## src/hw/rtl/sme_ram.sv

```systemverilog
// ============================================================================
// sme_ram: generic single-write, single-read RAM
// One write port and one read port with registered read data.
// ============================================================================
module sme_ram #(
    parameter int WIDTH = 8,
    parameter int DEPTH = 16
) (
    input  logic                     clk,
    input  logic                     we,
    input  logic [$clog2(DEPTH)-1:0] waddr,
    input  logic [WIDTH-1:0]         wdata,
    input  logic                     re,
    input  logic [$clog2(DEPTH)-1:0] raddr,
    output logic [WIDTH-1:0]         rdata
);

    logic [WIDTH-1:0] mem_reg [DEPTH];
    logic [WIDTH-1:0] rdata_reg;

    always_ff @(posedge clk)
    begin
        if (we)
        begin
            mem_reg[waddr] <= wdata;
        end
        if (re)
        begin
            rdata_reg <= mem_reg[raddr];
        end
    end

    assign rdata = rdata_reg;

endmodule
```

## config.mk

```make
export PLATFORM = sky130hd
export DESIGN_NAME = sme_ram
export DESIGN_NICKNAME = d
export VERILOG_FILES = /design/src/hw/rtl/sme_ram.sv
export SDC_FILE = /design/constraint.sdc
export NUM_CORES = 1
export LEC_CHECK = 0
export BUFFER_PORTS_ARGS = -buffer_cell sky130_fd_sc_hd__buf_2
export CAP_MARGIN = 40
export CORE_MARGIN = 2
export CORE_UTILIZATION = 45
export CTS_BUF_LIST = sky130_fd_sc_hd__clkbuf_8
export CTS_CLUSTER_DIAMETER = 200
export DETAILED_ROUTE_END_ITERATION = 16
export PLACE_DENSITY = 0.7
export SYNTH_ARGS = -nofsm -noshare
export SYNTH_HDL_FRONTEND = slang
export SYNTH_SLANG_ARGS = --single-unit
export TNS_END_PERCENT = 20
```

## constraint.sdc

```tcl
create_clock -name clk -period 5.8 [get_ports clk]
set_input_delay 1.16 -clock clk [delete_from_list [all_inputs] [get_ports clk]]
set_output_delay 1.16 -clock clk [all_outputs]
set_load 0.03 [all_outputs]
```

; After elaboration in Yosys (flattened, before gate mapping)
; Memory sizes are Yosys's and may differ from the RTL's. A register that Yosys moved wholly into a read port is not among the register bits.
; Index checks and enable logic that the tools add are counted.
[totals]
reg_bits = 0
mem_bits_rw = 128
input_bits = 19
output_inout_bits = 8
elab_cells = 3
mem_count = 1
[op_classes]
n_mux = 2
[mem_list]
columns = name, depth, width, rd, rd_clocked_by_memory_dff, wr, line
row1 = mem_reg, 16, 8, 1, 1, 1, 18  ; logic [WIDTH-1:0] mem_reg [DEPTH];
[ops]
columns = cell, count
row1 = $mux 1, 2

; Logic depth before layout (Yosys ltp)
; Gate-level depths: netlist of the first run.
[depth]
depth_word = 2
mapped_depth = 5
depth_no_buf = 3

; Least setup slack after synthesis of the first run
; No wires, ideal clock.
[synth_path]
kind = in2reg
start = in waddr[2]
end = mem mem_reg[0][0], enable pin
setup_ps = 383
arrival_time_ps = 2270
t_required_ps = 5417
slack_ps = 3147
path_stages = 2
path_buffers = 0
path_cell_list = or3b_2 -> nor3_1
[synth_rtl]
columns = element, line
row1 = "start, declared", 11  ; input logic [$clog2(DEPTH)-1:0] waddr,
row2 = "end, declared", 18
; No word-level cell before the write port.

==> results_dict.tcl, run 1 <==
set metrics [dict create \
    status "finished, final reports clean" \
    cts_buffers 17 \
    synth-async-reset-ratio_pct 0 \
    tightest_slew_ps 903 \
    holdCritPathClass "flop to flop" \
    vdd_drop_max_uv 165 \
    num-nets-final 297 \
    insertion_delay_ps 440 \
    multi_input_area_um2 1070 \
    cts_setup_buffers 0 \
    dieHeight_um 112 \
    antenna_found_initial 0 \
    avgSynthCellArea_um2 22.8 \
    grt_max_degree 33 \
    die_w_um 112 \
    syn_to_final_growth_pct 15.0 \
    largest_reg_flops 128 \
    synth_edf_count 136 \
    fin_crit_sh_pct 44.6 \
    clock-sinks 136 \
    cap_viol_max_count 0 \
    synth.area.top_cells "edfxtp_1 78%, mux4_2 7.8%, mux4_1 7.0%, a22oi_1 2.3%, nor2_1 0.93%" \
    vias 2444 \
    slew_headroom_pct 39.6 \
    power_density_nw_per_um2 340 \
    nFillCells 877 \
    fmax_mhz 387 \
    synth.top_cell.area_share_pct 78.1 \
    wl_per_cell_um 22.6 \
    cp_max_fo 18 \
    clkTransAtPathRegs_ps 80 \
    setup_tns_ps 0 \
    diodes 0 \
    syn_area_um2 5230 \
    final-seq-area_um2 4080 \
    cts_root_buf "clkbuf_8" \
    core_um2 11400 \
    finalWirelength_um 9830 \
    clock_skew_ps 9.30 \
    portBuffers 26 \
    finalHoldViolations 0 \
    rows 39 \
    syn_nets 248 \
    initial_core_util_pct 46.0 \
    drt_iter0_drc 228 \
    dieArea_um2 12500 \
    grt_use_total_pct 16.8 \
    drv_slew 0 \
    setup_viol 0 \
    grt_pass1_wl_um 14800 \
    dpl.hpwl_um 6460 \
    syn_inst 229 \
    routed_via_density 5.63 \
    drive_gt1_share_pct 32.0 \
    worstPathArrival_ps 2770 \
    cts_tree "done" \
    rsz0062_at_grt "no" \
    ys.flop_type "edfxtp_1" \
    grt_pass1_vias 2431 \
    drtAntennaViolNets 0 \
    io_pins 27 \
    synth_warnings 0 \
    yosysMostFrequentCell "edfxtp_1" \
    clockBufferDepth 2 \
    power.leakage_nw 2.00 \
    synthDistinctLibCells 18 \
    criticalPathCategory "input pin to flop" \
    fin_crit_ps 2580 \
    synth.ff_latch_count 136 \
    synth_top_area_cell "edfxtp_1" \
    crit_required_ps 5990 \
    ys_seq_area_share_pct 78.1 \
    htreeDepth 4 \
    drc 0 \
    synthTopCellsByCount "136 x edfxtp_1, 18 x mux4_2, 16 x a22oi_1" \
    grt_remaining_overflow 0 \
    end_kind "flop" \
    fin_worst_hold_slack_ps 747 \
    start_kind "input pin" \
    routabilityCongestion 0.724 \
    ctsHoldBuffers 0 \
    dr.pass1.iters 4 \
    cts_resized 0 \
]
-- logic make-up after synthesis --
logic type / after synthesis / share of synthesized area [%]
buffers and inverters: 10 / 1.65
DFF: 136 / 78.1
muxes: 32 / 14.8
AOI/OAI and AO/OA: 16 / 2.30
and+or+nand+nor: 35 / 3.14
-- power by group --
group	internal (W)	total, W	switching, W
clock network	0.000470	0.000829	0.000359
logic	0.0000414	0.000106	0.0000651
registers	0.00111	0.00111	0.00000551
total	0.00162	0.00205	0.000430
-- cells in the final DEF, fill, tap and decap left out --
master	synthesis	final
clkinv_2	0	3
clkbuf_8	0	17
nor3_2	0	2
nand3_1	1	1
a22oi_1	16	16
nor2_1	13	13
bufinv_16	0	4
clkinv_4	0	3
or3b_2	1	1
buf_4	1	13
nor2b_1	1	1
nand2_1	9	9
edfxtp_1	136	136
nand3b_1	2	2
mux4_1	14	14
mux4_2	18	18
and2_1	1	1
and2b_1	1	1
buf_2	3	26
nor3_1	4	2
buf_12	0	1
inv_6	0	2
clkinvlp_4	0	3
nand2b_1	2	2
-- final timing paths --
check / startpoint / endpoint / slack [ps] / cells past startpoint
min reg2reg: mem_reg[14][3] / rdata[3] / 750 / 3
max: raddr[0] / rdata[0] / 3220 / 5
min: mem_reg[14][3] / rdata[3] / 750 / 3
max reg2reg: mem_reg[6][0] / rdata[0] / 4350 / 3
-- routing by layer --
layer | vias up | GRT usage [%] | wire [um]
li1 | 1081 | - | -
met1 | 1252 | 23.1 | 4340
met2 | 96 | 24.8 | 4620
met3 | 15 | 5.33 | 647
met4 | 0 | 7.65 | 215
met5 | - | 0 | 0
-- critical path, cell delays in order --
cell and delay, ps:
buf_2 420, buf_12 260, mux4_1 620, a22oi_1 200, nand2_1 110
-- layout make-up --
type,count,area share [%]
flip-flops and latches,136,67.9
multi-input cells,83,17.7
repair buffers,40,4.12
clock buffers,17,3.89
clock inverters,15,3.35
well taps,143,2.98
-- through the flow --
| step | power, W | instance area [um2] | cells | setup slack [ps] | util [%] |
|---|---|---|---|---|---|
| after floorplan | 0.00120 | 5230 | 229 | 3150 | - |
| after global routing | 0.00211 | 6010 | 434 | 3160 | 52.9 |
| final | 0.00205 | 6010 | 434 | 3220 | 52.9 |
| after global placement | 0.00123 | 5480 | 390 | 2510 | 48.2 |
| after CTS | 0.00206 | 6010 | 434 | 3190 | 52.9 |
| after detailed placement | 0.00124 | 5580 | 402 | 2720 | 49.1 |
Power figures use the tool's default switching activity.
==> inputs of run 2 (changes only) <==
ABC_AREA = 1   (was not set)
PLACE_DENSITY = 0.72   (was 0.7)
clock period = 2.2 ns   (was 5.8 ns; I/O delays follow)
==> run 2 against run 1 <==
Compared with the run above: cell count increased by 78%; wire length increased by 27%; non-clock buffer count up 3; clock skew is 1.3 ps higher; global-route usage increased by 2.0 points; die area is 11% higher; worst setup slack worse by 2500 ps; area after synthesis increased by 12%; clock power is 130% higher; combinational power grew to 3.4 times the previous value.
==> results_dict.tcl, run 2 <==
set metrics [dict create \
    clock_skew_ps 10.5 \
    initial_core_util_pct 46.1 \
    ys_seq_area_share_pct 69.8 \
    fin_area_um2 6540 \
    synth_warnings 0 \
    diodes 0 \
    holdCritPathClass "input pin to flop" \
    crit_required_ps 1760 \
    fin_crit_sh_pct 68.9 \
    syn_nets 570 \
    io_pins 27 \
    setup_viol 0 \
    vdd_drop_max_uv 334 \
    path_cells "buf_2" \
    portBuffers 26 \
    criticalPathCategory "flop to primary output" \
    largest_reg_flops 128 \
    finalHoldViolations 0 \
    synthDistinctLibCells 11 \
    worstPathArrival_ps 1080 \
    clockBufferDepth 2 \
    total_power_w 0.00522 \
    syn_inst 551 \
    end_kind "primary output" \
    ctsHoldBuffers 0 \
    setup_tns_ps 0 \
    core_um2 12700 \
    finalWirelength_um 12400 \
    status "finished, final reports clean" \
    drc 0 \
    grt_pass1_vias 3589 \
    drt_iter0_drc 309 \
    cts_tree "done" \
    synth-async-reset-ratio_pct 0 \
    cap_viol_max_count 0 \
    p_clk_share_pct 36.8 \
    drv_slew 0 \
    sequentialPowerShare_pct 56.2 \
    wl_per_cell_um 16.1 \
    grt_pass1_wl_um 19600 \
    crit_start "rdata[2]" \
    power.leakage_nw 2.81 \
    synthTopCellsByCount "173 x nand2_1, 136 x edfxtp_1, 100 x inv_1" \
    cts_resized 0 \
    clock-sinks 136 \
    final_cell_count_no_fill 774 \
    crit_buf_inv 1 \
    synth.top_cell.area_share_pct 69.8 \
    rows 41 \
    antenna_found_initial 0 \
    path_delay_family "flip-flops" \
    rsz0062_at_grt "no" \
    cts_root_buf "clkbuf_8" \
    final_common_cell "nand2_1" \
    postPlaceCellArea_um2 6170 \
    syn_area_um2 5850 \
    slowest_delay_ps 430 \
    tightest_slew_ps 714 \
    synth_top_area_cell "edfxtp_1" \
    fmax_mhz 659 \
    dr.pass1.iters 5 \
    htreeDepth 4 \
    grt_use_total_pct 18.7 \
    cts_buffers 17 \
    dieArea_um2 13900 \
    ys.flop_type "edfxtp_1" \
    dpl.hpwl_um 7840 \
    synth.ff_latch_count 136 \
    switching_share_pct 23.3 \
    layout_common_cells "173 x nand2_1, 136 x edfxtp_1, 101 x inv_1" \
    final_util_pct 51.6 \
    routed_via_density 4.95 \
    min-delay-start "re" \
    routabilityCongestion 0.837 \
    vias 3830 \
    r2r_start "mem_reg[1][3]" \
    p_int_w 0.00400 \
    dp_cells 742 \
    fin_crit_ps 1520 \
    p_switching_w 0.00122 \
    synth.area.top_cells "edfxtp_1 70%, nand2_1 11%, nand3_1 8.3%, inv_1 6.4%, buf_6 1.2%" \
    synth_edf_count 136 \
    cp_max_fo 1 \
    num-nets-final 608 \
    comb_power_share_pct 7.0 \
    power_density_nw_per_um2 798 \
    grt_max_degree 65 \
    start_kind "flop" \
    cp_slowest_cell "edfxtp_1" \
    grt_remaining_overflow 0 \
    cts_setup_buffers 0 \
    insertion_delay_ps 440 \
    yosysMostFrequentCell "nand2_1" \
    slew_headroom_pct 52.2 \
    drtAntennaViolNets 0 \
    clkTransAtPathRegs_ps 80 \
    avgSynthCellArea_um2 10.6 \
    die_w_um 118 \
    dieHeight_um 118 \
    syn_to_final_growth_pct 11.8 \
    drive_gt1_share_pct 12.3 \
]
==> run 2: cell types whose count changed in the layout (fill, tap and decap cells not counted), sizes merged, moves of 4 or more <==
cell,previous run,this run
a22oi,16,0
clkinv,6,10
inv,2,103
mux4,32,0
nand2,9,173
nand3,1,97
nor2,13,17
nor3,4,0
==> run 2: area by class of cell <==
type	instances	area, um2
clock buffer	17	234
clock inverter	15	138
fill	1120	6130
inverter	102	383
multi-input combinational	289	1210
sequential	136	4080
tap	172	215
timing repair buffer	43	270
==> run 2: path summary, 6_finish.rpt <==
| kind | endpoint | slack (ps) | cells past startpoint |
|---|---|---|---|
| setup reg to reg | rdata[3] | 1010 | 6 |
| hold reg to reg | rdata[2] | 760 | 6 |
| hold / removal | rdata[0] | 360 | 1 |
| setup / recovery | rdata[2] | 680 | 1 |
==> run 2: cell families (layout without fill, tap and decap cells) <==
logic type | after synthesis | after routing | share of synthesized area (%)
and+or+nand+nor | 289 | 289 | 20.8
buffers and inverters | 126 | 177 | 9.39
DFF | 136 | 136 | 69.8
==> run 2: power groups by stage <==
stage / registers [W] / clock network, W / logic [W]
final: 0.00293 / 0.00192 / 0.000365
after global routing: 0.00294 / 0.00206 / 0.000406
after CTS: 0.00293 / 0.00194 / 0.000365
after detailed placement: 0.00299 / 0 / 0.000365
after global placement: 0.00299 / 0 / 0.000353
after floorplan: 0.00301 / 0 / 0.000205
==> run 2: through the flow <==
step,worst slack (ps),hold slack (ps)
after CTS,655,335
after floorplan,809,539
after global placement,489,737
final,683,357
after detailed placement,470,752
after global routing,649,339
==> run 2: metal layers <==
| layer | global-route usage (%) | up-vias | share of wire (%) |
|---|---|---|---|
| met5 | 0 | - | 0 |
| met4 | 7.98 | 0 | 1.7 |
| met3 | 5.67 | 16 | 8.4 |
| met2 | 27.3 | 153 | 46 |
| met1 | 26.1 | 1804 | 43 |
| li1 | - | 1857 | - |
==> inputs of run 3 (changes only) <==
ABC_AREA = 0   (was 1)
clock period = 1.2 ns   (was 2.2 ns; I/O delays follow)
==> run 3 against run 2 <==
Compared with the run above: the flow now finishes with violations (setup timing); worst setup slack got worse by 900 ps; critical path depth increased by 2; hold slack got worse by 180 ps; combinational power increased by 72%; register-to-register slack got worse by 1200 ps; sequential share of layout area increased by 3.3 points; non-clock buffer count rose by 16; clock power grew 76%; critical endpoint is now rdata[0]; largest cell class unchanged.
==> results_dict.tcl, run 3 (synthesis gave the netlist of run 1 again) <==
set metrics [dict create \
    final_cell_count_no_fill 453 \
    vdd_drop_max_uv 834 \
    finalWirelength_um 9820 \
    num-nets-final 316 \
    drive_gt1_share_pct 43.2 \
    cts_buffers 17 \
    vias 2450 \
    fmax_mhz 707 \
    rsz0062_at_grt "yes" \
    start_kind "flop" \
    fin_crit_ps 1410 \
    violations "setup timing" \
    power_density_nw_per_um2 1510 \
    worstPathArrival_ps 1580 \
    wl_per_cell_um 21.7 \
    slew_headroom_pct 37.2 \
    cap_viol_max_count 0 \
    rows 39 \
    final_util_pct 54.6 \
    core_um2 11400 \
    setup_viol 14 \
    grt_max_degree 22 \
    power.leakage_nw 2.04 \
    layout_setup_ws_ps -214 \
    drc 0 \
    final_common_cell "edfxtp_1" \
    layout_common_cells "136 x edfxtp_1, 32 x mux4_2, 27 x buf_4" \
    holdCritPathClass "input pin to flop" \
    cts_tree "done" \
    portBuffers 26 \
    status "finished, violations left" \
    criticalPathCategory "flop to flop" \
    diodes 0 \
    die_w_um 112 \
    fin_area_um2 6210 \
    dr.pass1.iters 4 \
    end_kind "flop" \
    grt_pass1_vias 2597 \
    clkTransAtPathRegs_ps 80 \
    drtAntennaViolNets 0 \
    routabilityCongestion 0.708 \
    dieHeight_um 112 \
    antenna_found_initial 0 \
    insertion_delay_ps 430 \
    dp_cells 421 \
    dpl.hpwl_um 6520 \
    htreeDepth 4 \
    routed_via_density 5.41 \
    tightest_slew_ps 940 \
    cts_root_buf "clkbuf_8" \
    io_pins 27 \
    grt_use_total_pct 16.7 \
    drv_slew 0 \
    drt_iter0_drc 163 \
    initial_core_util_pct 46.0 \
    syn_to_final_growth_pct 18.8 \
    grt_pass1_wl_um 14900 \
    dieArea_um2 12500 \
    postPlaceCellArea_um2 5750 \
    largest_reg_flops 128 \
    place_ws_ps -588 \
    clockBufferDepth 2 \
    crit_required_ps 1370 \
    clock-sinks 136 \
    finalHoldViolations 0 \
    grt_remaining_overflow 0 \
    clock_skew_ps 14.3 \
    fin_crit_sh_pct 118 \
    cp_max_fo 1 \
]
==> run 3: cell types whose count changed in the layout (fill, tap and decap cells not counted), moves of 9 or more <==
| cell | before | now |
|---|---|---|
| nand2_1 | 173 | 9 |
| a22oi_2 | 0 | 9 |
| mux4_2 | 0 | 32 |
| inv_1 | 101 | 2 |
| nand3_1 | 97 | 1 |
| buf_4 | 16 | 27 |
==> run 3: layout make-up <==
cell class	count	area [um2]
timing repair buffer	59	503
fill	846	5160
multi-input combinational	83	1080
clock buffer	17	234
tap	143	179
clock inverter	15	133
sequential	136	4080
==> run 3: metal layers <==
metal	routed length, um	GRT usage (%)	up-vias
li1	-	-	1111
met1	3940	22.6	1246
met2	5080	27.1	86
met3	729	4.90	7
met4	64	4.44	0
met5	0	0	-
==> run 3: worst paths after layout <==
path	depth (start not counted)	endpoint	slack [ps]	startpoint
max	3	rdata[0]	-210	mem_reg[3][0]
min reg2reg	3	rdata[7]	760	mem_reg[6][7]
max reg2reg	3	rdata[0]	-210	mem_reg[3][0]
min	1	mem_reg[14][0]	180	wdata[0]
==> run 3: power by group <==
group	leakage, nW	switching (W)	internal [W]
Clock	0.179	0.00173	0.00164
Sequential	1.24	0.0000373	0.00535
Combinational	0.628	0.000342	0.000286
Total	2.04	0.00211	0.00727
==> run 3: worst max-delay path, stage by stage (launching register included) <==
cell,delay [ps]
edfxtp_1,380
mux4_2,500
a22oi_2,180
nand2_1,90
==> run 3: what timing repair did <==
| action | in CTS | in global routing |
|---|---|---|
| pin swaps | 4 | 1 |
| endpoints found under the setup margin | 16 | 16 |
| hold buffers | 0 | 0 |
| setup buffers | 0 | 0 |
| gates resized for setup | 26 | 0 |
==> run 3: stage by stage <==
stage	total power [W]	hold slack, ps	TNS (ps)
floorplan	0.00582	339	-9570
global placement	0.00605	620	-18920
detailed placement	0.00608	632	-21090
CTS	0.00945	160	-2030
global route	0.00970	165	-2400
finish	0.00938	181	-1740
